`config.mk`:
```
export PLATFORM = sky130hd
export DESIGN_NAME = modbus_register_reply_decoder_core
export DESIGN_NICKNAME = d
export VERILOG_FILES = /design/src/design/mrrd_pkg.sv /design/src/design/mrrd_ctrl.sv /design/src/design/mrrd_dp.sv /design/src/design/modbus_register_reply_decoder_core.sv
export SDC_FILE = /design/constraint.sdc
export NUM_CORES = 1
export LEC_CHECK = 0
export BUFFER_PORTS_ARGS = -buffer_cell sky130_fd_sc_hd__buf_2
export CORE_MARGIN = 8
export CORE_UTILIZATION = 57
export CTS_BUF_LIST = sky130_fd_sc_hd__clkbuf_8
export DETAILED_ROUTE_END_ITERATION = 16
export PLACE_DENSITY = 0.78
export SETUP_SLACK_MARGIN = 0.02
export SLEW_MARGIN = 10
export SYNTH_ARGS = -nofsm -noshare
export SYNTH_HDL_FRONTEND = slang
export SYNTH_SLANG_ARGS = --single-unit
```
`constraint.sdc`:
```
create_clock -name clk -period 3.5 [get_ports clk]
set_input_delay 0.7 -clock clk [delete_from_list [all_inputs] [get_ports clk]]
set_output_delay 0.7 -clock clk [all_outputs]
set_load 0.01 [all_outputs]
```
`src/design/mrrd_pkg.sv`:
```
// ----------------------------------------------------------------------------
// mrrd_pkg
// Shared constants, types and the CRC-16 byte fold for the Modbus reply decoder.
// ----------------------------------------------------------------------------
package mrrd_pkg;

  localparam int          CHANNELS_DEF  = 8;
  localparam int          NREGS         = 8;
  localparam int          REG_IDX_W     = $clog2(NREGS);
  localparam int          NREG_W        = REG_IDX_W + 1;
  localparam logic [15:0] TIMEOUT_RESET = 16'd2000;
  localparam logic [15:0] FAULT_VALUE   = 16'hFFFF;
  localparam logic [15:0] CRC_INIT      = 16'hFFFF;
  localparam logic [15:0] CRC_POLY      = 16'hA001;
  localparam logic [4:0]  POS_MAX       = 5'd31;
  localparam logic [4:0]  POS_COUNT     = 5'd2;
  localparam logic [4:0]  POS_DATA      = 5'd3;
  localparam logic [4:0]  POS_OVERHEAD  = 5'd5;
  localparam logic        REQ_BYTE      = 1'b0;
  localparam logic        REQ_TICK      = 1'b1;

  typedef enum logic [1:0] {
    KIND_CHANNEL,
    KIND_FRAME_STATUS,
    KIND_LINK_DOWN
  } res_kind_t;

  typedef struct packed {
    logic                 take;
    logic                 eval;
    logic                 load;
    res_kind_t            kind;
    logic [REG_IDX_W-1:0] idx;
    logic                 last;
  } ctl_cmd_t;

  typedef struct packed {
    logic              fend;
    logic              drop;
    logic              ok;
    logic [NREG_W-1:0] nreg;
    logic              out_free;
  } dp_stat_t;

  function automatic logic [15:0] crc_fold(input logic [15:0] crc_in, input logic [7:0] b);
    logic [15:0] c;
    c = crc_in ^ {8'h00, b};
    for (int k = 0; k < 8; k++) begin
      if (c[0]) begin
        c = (c >> 1) ^ CRC_POLY;
      end else begin
        c = c >> 1;
      end
    end
    return c;
  endfunction

endpackage

```
`src/design/mrrd_ctrl.sv`:
```
// ----------------------------------------------------------------------------
// mrrd_ctrl
// Sequencer: takes input beats, triggers frame evaluation and steps the result
// beats out one per cycle as the output register frees up.
// ----------------------------------------------------------------------------
module mrrd_ctrl (
  input  logic                clk,
  input  logic                rst_n,
  input  logic                in_valid,
  output logic                in_stall,
  input  mrrd_pkg::dp_stat_t  stat,
  output mrrd_pkg::ctl_cmd_t  cmd
);

  typedef enum logic [1:0] {
    S_IDLE,
    S_EVAL,
    S_EMIT,
    S_DROP
  } state_t;

  state_t                          state_r, state_nxt;
  logic [mrrd_pkg::REG_IDX_W-1:0]  idx_r, idx_nxt;
  logic                            status_only;
  logic                            last_chan;

  assign status_only = !stat.ok || (stat.nreg == '0);
  assign last_chan   = ({1'b0, idx_r} + 1'b1) == stat.nreg;
  assign in_stall    = !rst_n || (state_r != S_IDLE);

  always_comb begin
    cmd       = '0;
    cmd.kind  = mrrd_pkg::KIND_CHANNEL;
    cmd.idx   = idx_r;
    state_nxt = state_r;
    idx_nxt   = idx_r;
    case (state_r)
      S_IDLE: begin
        cmd.take = in_valid && rst_n;
        if (cmd.take && stat.fend) begin
          state_nxt = S_EVAL;
        end else if (cmd.take && stat.drop) begin
          state_nxt = S_DROP;
        end
      end
      S_EVAL: begin
        cmd.eval  = 1'b1;
        idx_nxt   = '0;
        state_nxt = S_EMIT;
      end
      S_EMIT: begin
        cmd.kind = status_only ? mrrd_pkg::KIND_FRAME_STATUS : mrrd_pkg::KIND_CHANNEL;
        cmd.last = status_only || last_chan;
        if (stat.out_free) begin
          cmd.load = 1'b1;
          if (cmd.last) begin
            state_nxt = S_IDLE;
          end else begin
            idx_nxt = idx_r + 1'b1;
          end
        end
      end
      S_DROP: begin
        cmd.kind = mrrd_pkg::KIND_LINK_DOWN;
        cmd.last = 1'b1;
        if (stat.out_free) begin
          cmd.load  = 1'b1;
          state_nxt = S_IDLE;
        end
      end
      default: begin
        state_nxt = S_IDLE;
      end
    endcase
  end

  always_ff @(posedge clk) begin
    if (!rst_n) begin
      state_r <= S_IDLE;
      idx_r   <= '0;
    end else begin
      state_r <= state_nxt;
      idx_r   <= idx_nxt;
    end
  end

endmodule

```
`src/design/mrrd_dp.sv`:
```
// ----------------------------------------------------------------------------
// mrrd_dp
// Datapath: CRC accumulator, frame position and byte count, register buffer,
// link timer, timeout register and the output register.
// ----------------------------------------------------------------------------
module mrrd_dp #(
  parameter int CHANNELS = mrrd_pkg::CHANNELS_DEF
) (
  input  logic                clk,
  input  logic                rst_n,
  input  mrrd_pkg::ctl_cmd_t  cmd,
  output mrrd_pkg::dp_stat_t  stat,
  input  logic                in_req_type,
  input  logic [7:0]          in_rx_byte,
  input  logic                in_frame_end,
  input  logic                cfg_valid,
  input  logic [15:0]         cfg_data,
  input  logic                out_stall,
  output logic                out_valid,
  output logic [2:0]          out_channel,
  output logic [15:0]         out_temperature_tenths,
  output logic                out_fault,
  output logic                out_channel_valid,
  output logic                out_crc_ok,
  output logic                out_link_up,
  output logic                out_last
);

  localparam logic [mrrd_pkg::NREG_W-1:0] CH_LIMIT = mrrd_pkg::NREG_W'(CHANNELS);

  logic [15:0] crc_r;
  logic [4:0]  pos_r;
  logic [7:0]  cnt_r;
  logic [15:0] buf_r [mrrd_pkg::NREGS];
  logic        link_r;
  logic [15:0] ms_r;
  logic [15:0] tmo_r;
  logic        ok_r;
  logic [mrrd_pkg::NREG_W-1:0] nreg_r;

  logic        out_valid_r;
  logic [2:0]  out_channel_r;
  logic [15:0] out_temp_r;
  logic        out_fault_r;
  logic        out_chv_r;
  logic        out_ok_r;
  logic        out_link_r;
  logic        out_last_r;

  logic        is_byte;
  logic [15:0] ms_nxt;
  logic [4:0]  d_off;
  logic [3:0]  reg_sel;
  logic [4:0]  data_bytes;
  logic [6:0]  nreg_cnt;
  logic [6:0]  nreg_rx;
  logic [6:0]  nreg_min;
  logic [mrrd_pkg::NREG_W-1:0] nreg_nxt;
  logic [15:0] rd_val;
  logic        rd_fault;

  assign is_byte = (in_req_type == mrrd_pkg::REQ_BYTE);
  assign ms_nxt  = (ms_r == 16'hFFFF) ? ms_r : ms_r + 16'd1;
  assign d_off   = pos_r - mrrd_pkg::POS_DATA;
  assign reg_sel = d_off[4:1];

  assign data_bytes = (pos_r >= mrrd_pkg::POS_OVERHEAD) ? pos_r - mrrd_pkg::POS_OVERHEAD : 5'd0;
  assign nreg_cnt   = cnt_r[7:1];
  assign nreg_rx    = {3'b000, data_bytes[4:1]};
  assign nreg_min   = (nreg_cnt < nreg_rx) ? nreg_cnt : nreg_rx;
  assign nreg_nxt   = (nreg_min > 7'(CH_LIMIT)) ? CH_LIMIT : nreg_min[mrrd_pkg::NREG_W-1:0];

  assign rd_val   = buf_r[cmd.idx];
  assign rd_fault = (rd_val == mrrd_pkg::FAULT_VALUE);

  assign stat.fend     = is_byte && in_frame_end;
  assign stat.drop     = !is_byte && link_r && (ms_nxt > tmo_r);
  assign stat.ok       = ok_r;
  assign stat.nreg     = nreg_r;
  assign stat.out_free = !out_valid_r || !out_stall;

  always_ff @(posedge clk) begin
    if (!rst_n) begin
      crc_r  <= mrrd_pkg::CRC_INIT;
      pos_r  <= '0;
      cnt_r  <= '0;
      link_r <= 1'b0;
      ms_r   <= '0;
      tmo_r  <= mrrd_pkg::TIMEOUT_RESET;
      ok_r   <= 1'b0;
      nreg_r <= '0;
    end else begin
      if (cfg_valid) begin
        tmo_r <= cfg_data;
      end
      if (cmd.take && is_byte) begin
        crc_r <= mrrd_pkg::crc_fold(crc_r, in_rx_byte);
        if (pos_r == mrrd_pkg::POS_COUNT) begin
          cnt_r <= in_rx_byte;
        end
        if (pos_r < mrrd_pkg::POS_MAX) begin
          pos_r <= pos_r + 5'd1;
        end
        if (in_frame_end) begin
          link_r <= 1'b1;
          ms_r   <= '0;
        end
      end
      if (cmd.take && !is_byte) begin
        ms_r <= ms_nxt;
        if (stat.drop) begin
          link_r <= 1'b0;
        end
      end
      if (cmd.eval) begin
        ok_r   <= (crc_r == 16'h0000);
        nreg_r <= nreg_nxt;
        crc_r  <= mrrd_pkg::CRC_INIT;
        pos_r  <= '0;
        cnt_r  <= '0;
      end
    end
  end

  always_ff @(posedge clk) begin
    if (cmd.take && is_byte && (pos_r >= mrrd_pkg::POS_DATA) && !reg_sel[3]) begin
      if (!d_off[0]) begin
        buf_r[reg_sel[2:0]][15:8] <= in_rx_byte;
      end else begin
        buf_r[reg_sel[2:0]][7:0] <= in_rx_byte;
      end
    end
  end

  always_ff @(posedge clk) begin
    if (!rst_n) begin
      out_valid_r <= 1'b0;
    end else if (cmd.load) begin
      out_valid_r <= 1'b1;
    end else if (!out_stall) begin
      out_valid_r <= 1'b0;
    end
  end

  always_ff @(posedge clk) begin
    if (cmd.load) begin
      out_last_r <= cmd.last;
      case (cmd.kind)
        mrrd_pkg::KIND_CHANNEL: begin
          out_channel_r <= 3'(cmd.idx);
          out_temp_r    <= rd_fault ? 16'h0000 : rd_val;
          out_fault_r   <= rd_fault;
          out_chv_r     <= 1'b1;
          out_ok_r      <= 1'b1;
          out_link_r    <= 1'b1;
        end
        mrrd_pkg::KIND_FRAME_STATUS: begin
          out_channel_r <= '0;
          out_temp_r    <= '0;
          out_fault_r   <= 1'b0;
          out_chv_r     <= 1'b0;
          out_ok_r      <= ok_r;
          out_link_r    <= 1'b1;
        end
        default: begin
          out_channel_r <= '0;
          out_temp_r    <= '0;
          out_fault_r   <= 1'b0;
          out_chv_r     <= 1'b0;
          out_ok_r      <= 1'b0;
          out_link_r    <= 1'b0;
        end
      endcase
    end
  end

  assign out_valid              = out_valid_r;
  assign out_channel            = out_channel_r;
  assign out_temperature_tenths = out_temp_r;
  assign out_fault              = out_fault_r;
  assign out_channel_valid      = out_chv_r;
  assign out_crc_ok             = out_ok_r;
  assign out_link_up            = out_link_r;
  assign out_last               = out_last_r;

endmodule

```
`src/design/modbus_register_reply_decoder_core.sv`:
```
// ----------------------------------------------------------------------------
// modbus_register_reply_decoder_core
// Modbus RTU read-holding-registers reply decoder with link supervision.
// ----------------------------------------------------------------------------
// Reply bytes and millisecond ticks enter on the in_ channel, one beat each.
// The CRC-16 fold of a byte is done in the cycle in which the byte is taken.
// The byte that ends a frame leads to an evaluation step, then one result
// beat per register, up to CHANNELS, or a single status beat; the input stays
// stalled until the last result is loaded into the output register. A tick
// that times out the link gives one status beat. The timeout in ms is written
// through cfg_; the user must write it only while the block is idle, which the
// block itself does not enforce; reset value 2000.
// ----------------------------------------------------------------------------
module modbus_register_reply_decoder_core #(
  parameter int CHANNELS = mrrd_pkg::CHANNELS_DEF
) (
  input  logic        clk,
  input  logic        rst_n,
  input  logic        in_valid,
  output logic        in_stall,
  input  logic        in_req_type,
  input  logic [7:0]  in_rx_byte,
  input  logic        in_frame_end,
  input  logic        cfg_valid,
  output logic        cfg_ready,
  input  logic [15:0] cfg_data,
  output logic        out_valid,
  input  logic        out_stall,
  output logic [2:0]  out_channel,
  output logic [15:0] out_temperature_tenths,
  output logic        out_fault,
  output logic        out_channel_valid,
  output logic        out_crc_ok,
  output logic        out_link_up,
  output logic        out_last
);

  mrrd_pkg::ctl_cmd_t cmd;
  mrrd_pkg::dp_stat_t stat;

  assign cfg_ready = 1'b1;

  mrrd_ctrl u_ctrl (
    .clk      (clk),
    .rst_n    (rst_n),
    .in_valid (in_valid),
    .in_stall (in_stall),
    .stat     (stat),
    .cmd      (cmd)
  );

  mrrd_dp #(
    .CHANNELS (CHANNELS)
  ) u_dp (
    .clk                    (clk),
    .rst_n                  (rst_n),
    .cmd                    (cmd),
    .stat                   (stat),
    .in_req_type            (in_req_type),
    .in_rx_byte             (in_rx_byte),
    .in_frame_end           (in_frame_end),
    .cfg_valid              (cfg_valid && cfg_ready),
    .cfg_data               (cfg_data),
    .out_stall              (out_stall),
    .out_valid              (out_valid),
    .out_channel            (out_channel),
    .out_temperature_tenths (out_temperature_tenths),
    .out_fault              (out_fault),
    .out_channel_valid      (out_channel_valid),
    .out_crc_ok             (out_crc_ok),
    .out_link_up            (out_link_up),
    .out_last               (out_last)
  );

  a_chan_implies_good_frame: assert property (@(posedge clk) disable iff (!rst_n)
    out_valid && out_channel_valid |-> out_crc_ok && out_link_up)
    else $error("channel beat without good frame");

  a_fault_zero_temp: assert property (@(posedge clk) disable iff (!rst_n)
    out_valid && out_fault |-> out_temperature_tenths == 16'h0000 && out_channel_valid)
    else $error("fault beat carries temperature");

  a_status_is_last: assert property (@(posedge clk) disable iff (!rst_n)
    out_valid && !out_channel_valid |-> out_last)
    else $error("status beat not marked last");

  a_stall_while_emitting: assert property (@(posedge clk) disable iff (!rst_n)
    cmd.load && !cmd.last |=> in_stall)
    else $error("input taken during result burst");

endmodule

```
After elaboration in Yosys (flattened, before gate mapping)
Memory sizes are Yosys's and may differ from the RTL's. A register that Yosys moved wholly into a read port is not among the register bits.
Cells that the tools add are included.
{"block": "totals", "regBits": 97, "mem_bits_rw": 128, "input_bits": 31, "out_inout_bits": 27, "wordCells": 153, "mem_count": 1}
{"name": "u_dp.buf_r", "depth": 8, "width": 16, "read_ports": 1, "rd_ports_with_merged_regs": 1, "wr": 1, "line_no": "mrrd_dp.sv:34", "rtl": "logic [15:0] buf_r [mrrd_pkg::NREGS];"}
{"block": "classes", "n_addsub": 6, "order_cmp": 6, "n_eq_ne": 14, "n_mux": 61, "bitwise": 12, "reduce_logical": 35}
{"op": "$mux W16", "n": 26}
{"op": "$eq A16 B16 Y1 const B", "n": 2}
{"op": "$not A2 Y3", "n": 8}
{"op": "$mux W1", "n": 18}
{"op": "$add A16 B1 Y16 const B", "n": 1}
{"op": "$gt A16 B16 Y1", "n": 1}
{"op": "$logic_not A16 Y1", "n": 1}
{"op": "$xor A16 B8 Y16", "n": 1}
{"op": "$mux W3", "n": 4}
{"op": "$pmux W3 S2", "n": 2}
{"op": "$logic_and A1 B1 Y1", "n": 10}
{"op": "$mux W2", "n": 5}
{"op": "$pmux W2 S4", "n": 1}
{"op": "$reduce_bool A2 Y1", "n": 4}
{"op": "$gt A7 B4 Y1 const B", "n": 1}
{"op": "$lt A7 B4 Y1", "n": 1}
{"op": "$mux W7", "n": 1}
{"op": "$ne A2 B2 Y1 const B", "n": 3}
{"op": "$reduce_and A2 Y1", "n": 3}
{"op": "$reduce_or A2 Y1", "n": 3}
{"op": "$add A5 B1 Y5 const B", "n": 1}
{"op": "$eq A5 B2 Y1 const B", "n": 1}
{"op": "$ge A5 B2 Y1 const B", "n": 1}
{"op": "$ge A5 B3 Y1 const B", "n": 1}
{"op": "other kinds (20)", "n": 34}

Longest topological paths before layout
{"block": "depth", "depth_word": 31, "depth_mapped": 15, "ltp_nobuf": 15}

Cells and area by module
Synthesis repeated with hierarchy kept, for this count alone.
{"block": "unflattened", "cells_unflattened": 798, "area_unflattened_um2": 10308.6}
{"module": "mrrd_dp", "instances": 1, "cells_each": 751, "area_per_inst_um2": 9892.0, "seq_area_each_um2": 5905.7}
{"module": "mrrd_ctrl", "instances": 1, "cells_each": 45, "area_per_inst_um2": 405.4, "seq_area_each_um2": 100.1}
{"module": "modbus_register_reply_decoder_core", "instances": 1, "cells_each": 2, "area_per_inst_um2": 11.3, "seq_area_each_um2": 0.0}

Least setup slack after synthesis
OpenSTA, ideal clock, no wires.
{"block": "synth_timing", "path_type": "register to register", "from": "register u_dp.ms_r[0]", "to": "register u_ctrl.state_r[0]", "setup_time_ns": 0.128, "arrival_ns": 3.213, "required_ns": 3.372, "setup_slack_ns": 0.160, "stages_incl_launch_ff": 16, "path_buffers": 0, "period_less_slack_ns": 3.340, "cell_sequence": "dfxtp_1 > ha_1 > and4_1 > nand4_1 > nor2_1 > nor2_1 > and3_1 > xor2_1 > ha_1 > a21o_1 > nand3_1 > a21oi_1 > or4b_2 > nand4_1 > a31oi_1 > mux2i_1"}
{"block": "synth_via", "elab_chain_len": 7, "elab_cells_between_ends": 8, "classes_between": "1 x add/sub; 1 x order compare; 2 x eq/ne; 1 x mux; 3 x reduce/logical"}
{"item": "start, declared", "line_no": "mrrd_dp.sv:36", "rtl": "logic [15:0] ms_r;"}
{"item": "start signal, assigned", "line_no": "mrrd_dp.sv:110", "rtl": "ms_r <= ms_nxt;"}
{"item": "$add A16 B1 Y16 / $eq A16 B16 Y1 (equally long branches)", "line_no": "mrrd_dp.sv:63", "rtl": "assign ms_nxt = (ms_r == 16'hFFFF) ? ms_r : ms_r + 16'd1;"}
{"item": "$mux W16 *", "line_no": "mrrd_dp.sv:63"}
{"item": "$gt A16 B16 Y1 *", "line_no": "mrrd_dp.sv:77", "rtl": "assign stat.drop = !is_byte && link_r && (ms_nxt > tmo_r);"}
{"item": "$logic_and A1 B1 Y1 *", "line_no": "mrrd_dp.sv:77"}
{"item": "$logic_and A1 B1 Y1 *", "line_no": "mrrd_ctrl.sv:42", "rtl": "end else if (cmd.take && stat.drop) begin"}
{"item": "$ne A3 B1 Y1 (no source line) *"}
{"item": "$reduce_and A4 Y1 (no source line) *"}
{"item": "end signal, assigned", "line_no": "mrrd_ctrl.sv:82", "rtl": "state_r <= state_nxt;"}
{"item": "end, declared", "line_no": "mrrd_ctrl.sv:22", "rtl": "state_t state_r, state_nxt;"}
Mark *: on every way between the ends. The rest lies on a longest branch, timed or not.
A chain may end at the register's enable or synchronous reset.

Worst setup path in the final report
{"block": "layout_timing", "from": "register u_dp.ms_r[5]", "to": "register u_ctrl.state_r[1]"}
The elaborated chain is that of the path after synthesis.

==> out/metrics.cfg <==
[pwr]
pwr-share-comb_pct = 13.5
p_seq_share_pct = 51.0
swShare_pct = 25.8
p_total_mw = 6.19
switchingPower_mw = 1.60
internal_power_mw = 4.59
powerDensity_nw_per_um2 = 526
leakage_nw = 4.38
power.share.clock_pct = 35.5
peakVddDrop_mv = 0.350

[worst_setup_path]
cp-start-kind = flop
worst_ep_arrival_time_ps = 3700
crit_required_ps = 3930
worstPathMaxFanout = 5
crit_path_end_kind = flop
crit_type = flop to flop
reg2regPathDepth = 14

[clock_network]
clock_latency_ps = 520
clock_path_buffers = 3
htreeDepth = 2
cts_tree = built
clk_pin_slew_ps = 60
root_buffer = clkbuf_8
ctsHoldBuffers = 0
cts_num_sinks = 227
cts_buffers = 37

[synthesis]
syn_nets = 859
syn_inst = 797
ys_async_sr_fraction_pct = 0
synth_top_area_share_pct = 43.9
synthFlopType = edfxtp_1
synth-edff-count = 152
synth_area_leaders = edfxtp_1 44%, dfxtp_1 14%, mux4_1 7.1%, ha_1 3.7%, mux2i_1 3.3%
yosys_warnings = 0
synth.distinct_cells = 64
ys_seq_elements = 227
postSynthAreaPerCell_um2 = 13.0
ys_seq_area_share_pct = 58.4
yosys.area.top_type = edfxtp_1
synth_area_um2 = 10400

[die]
ioPinCount = 58
core_region_area_um2 = 17900
start_util_pct = 58.1
fp.dieW_um = 151
fp.dieArea_um2 = 22800
rows = 49
die_y_um = 151

[grt]
grt_pass1_wl_um = 33000
grtUsageTotal_pct = 18.6
grt_pass1_vias = 6440
grt_max_degree = 48
antenna_found_initial = 0
overflow = 0

[detailed_routing]
drt_iter0_drc = 379
ant_nets = 0
first_pass_iters = 5
wl_um = 21300
num_vias = 6597
viasPerCell = 5.75
drc = 0
wl_per_cell_um = 18.5

[layout]
nets = 954
final_layout_size_suffix_gt1_share_pct = 20.2
area_growth_pct = 13.3
postLayoutCellArea_um2 = 11800
nFillCells = 1298
diodes = 0

[timing]
maxSlewHeadroom_pct = 47.8
fin_crit_ps = 3270
max_freq_mhz = 306
setup_viol = 0
fin_crit_sh_pct = 93.4
fin_worst_skew_ps = 18.2
worstMarginPinSlew_ps = 780
slew_viol_final = 0
rsz0062_at_grt = yes
hold_viol_final = 0

[min_path]
min_path_type = input port to flop
whs_path_depth = 3

[place]
port_buffers = 56
gp_congestion = 0.895
post-dp-hpwl_um = 14700
placed_area_um2 = 11000

[outcome]
outcome = finished clean

[run]
cap_violations = 0

what timing repair did:
action / CTS / global route
endpoints found under the setup margin: 0 / 2
gates resized for setup: 0 / 13
setup buffers: 0 / 1
cells in the final DEF, fill, tap and decap left out, types with 3 or more instances in the layout:
| cell type | count |
|---|---|
| mux2i_1 | 34 |
| nor3_1 | 6 |
| a21boi_0 | 3 |
| nor4_1 | 6 |
| nand3b_1 | 4 |
| nor2_1 | 49 |
| clkinv_2 | 7 |
| and3_1 | 3 |
| nor2b_1 | 16 |
| nand2_1 | 68 |
| buf_4 | 38 |
| clkinv_1 | 6 |
| and2_1 | 4 |
| o21ai_0 | 21 |
| xnor2_1 | 35 |
| o31ai_1 | 3 |
| inv_1 | 34 |
| nand2b_1 | 9 |
| buf_2 | 56 |
| ha_1 | 30 |
| nand4_1 | 18 |
| a211oi_1 | 4 |
| mux4_2 | 4 |
| o21a_1 | 6 |
| a21oi_1 | 29 |
| nand3_1 | 20 |
| dfxtp_1 | 74 |
| nand4b_1 | 4 |
| clkbuf_8 | 43 |
| o22ai_1 | 3 |
| a31oi_1 | 11 |
| and4_1 | 5 |
| nor2_2 | 13 |
| xor2_1 | 13 |
| a21o_1 | 6 |
| edfxtp_1 | 152 |
| mux4_1 | 28 |
| o211ai_1 | 15 |
flip-flops by register name (all words and copies together), names as in the netlist, 2 cells and up, named ones only:
register	cells
u_ctrl.state_r	2
u_ctrl.idx_r	3
u_dp.nreg_r	4
u_dp.ms_r	16
u_dp.out_channel	3
u_dp.cnt_r	7
u_dp.buf_r	128
u_dp.crc_r	16
u_dp.pos_r	5
u_dp.out_temperature_tenths	16
u_dp.tmo_r	16
logic make-up (layout without fill, tap and decap cells):
group                    after synthesis  count (layout)  share of synthesized area (%)
AO/OA/AOI/OAI                        114             114                           6.96
XOR/XNOR                              48              48                           4.04
adder cells (fa/ha/maj)               31              31                           3.73
buffers and inverters                 66             188                           3.47
flip-flops                           227             227                           58.4
multiplexers                          68              68                           11.4
other                                  1               1                         0.0361
AND/OR/NAND/NOR                      242             242                           12.0
cell usage after synthesis, types with 9 or more instances:
cell,number
nand2b_1,9
mux2i_1,34
xor2_1,13
clkbuf_1,23
nor2_2,10
nor2b_1,16
a21oi_1,30
nand3_1,21
edfxtp_1,152
dfxtp_1,75
nand2_1,68
inv_1,27
xnor2_1,35
o21ai_0,21
mux4_1,28
ha_1,31
a31oi_1,12
nor2_1,52
nand4_1,18
o211ai_1,15
critical path, stage by stage (launching register included):
cell       delay [ps]
dfxtp_1           330
nand4_1           200
nor3_4            270
nand4_1           220
nor3_2            210
and3_4            230
nand3_1            80
o21a_1            120
ha_1              290
nand4_1           200
a2111oi_2         280
or4b_4            190
nand4_1            90
a31oi_2           280
mux2i_1           220
power by group through the flow:
stage          registers (mW)  logic [mW]  clock network, mW
2_1_floorplan            3.27       0.506                  0
3_3_place_gp             3.21       0.818                  0
3_5_place_dp             3.22       0.834                  0
4_1_cts                  3.16       0.840               2.26
5_1_grt                  3.18       0.924               2.36
6_report                 3.16       0.834               2.20
stage by stage:
step	hold WS, ps	TNS (ps)	worst slack, ps	cells	util [%]
after floorplan	449	0	160	797	-
after global placement	466	0	109	1081	61.5
after detailed placement	471	0	52.9	1081	61.5
after global routing	415	-1.14	-1.14	1148	65.8
after CTS	382	0	31.5	1147	65.5
final	411	0	230	1148	65.8
final timing paths:
kind	startpoint	end	slack (ps)
worst min register to register	u_dp.ok_r	u_dp.ok_r	480
worst max register to register	u_dp.ms_r[5]	u_ctrl.state_r[1]	230
worst max-delay path	u_dp.ms_r[5]	u_ctrl.state_r[1]	230
worst min-delay path	cfg_data[7]	u_dp.tmo_r[7]	410
final cells by class:
cell class              instances  area [um2]  share of cell area [%]
clock buffers                  43         592                    5.02
clock inverters                23         129                    1.09
inverters                      27         101                   0.860
multi-input cells             504        4020                    34.1
flip-flops and latches        227        6070                    51.5
well taps                     229         287                    2.43
repair buffers                 95         586                    4.97
layer usage:
| metal | part of all wire [%] | wire, um | up-vias | global-route usage [%] |
|---|---|---|---|---|
| met4 | 2.5 | 529 | 0 | 7.17 |
| li1 | - | - | 3181 | - |
| met1 | 42 | 8890 | 3153 | 22.4 |
| met5 | 0 | 0 | - | 0 |
| met2 | 50 | 10700 | 216 | 32.8 |
| met3 | 5.3 | 1130 | 47 | 3.23 |
Power figures use the tool's default switching activity.
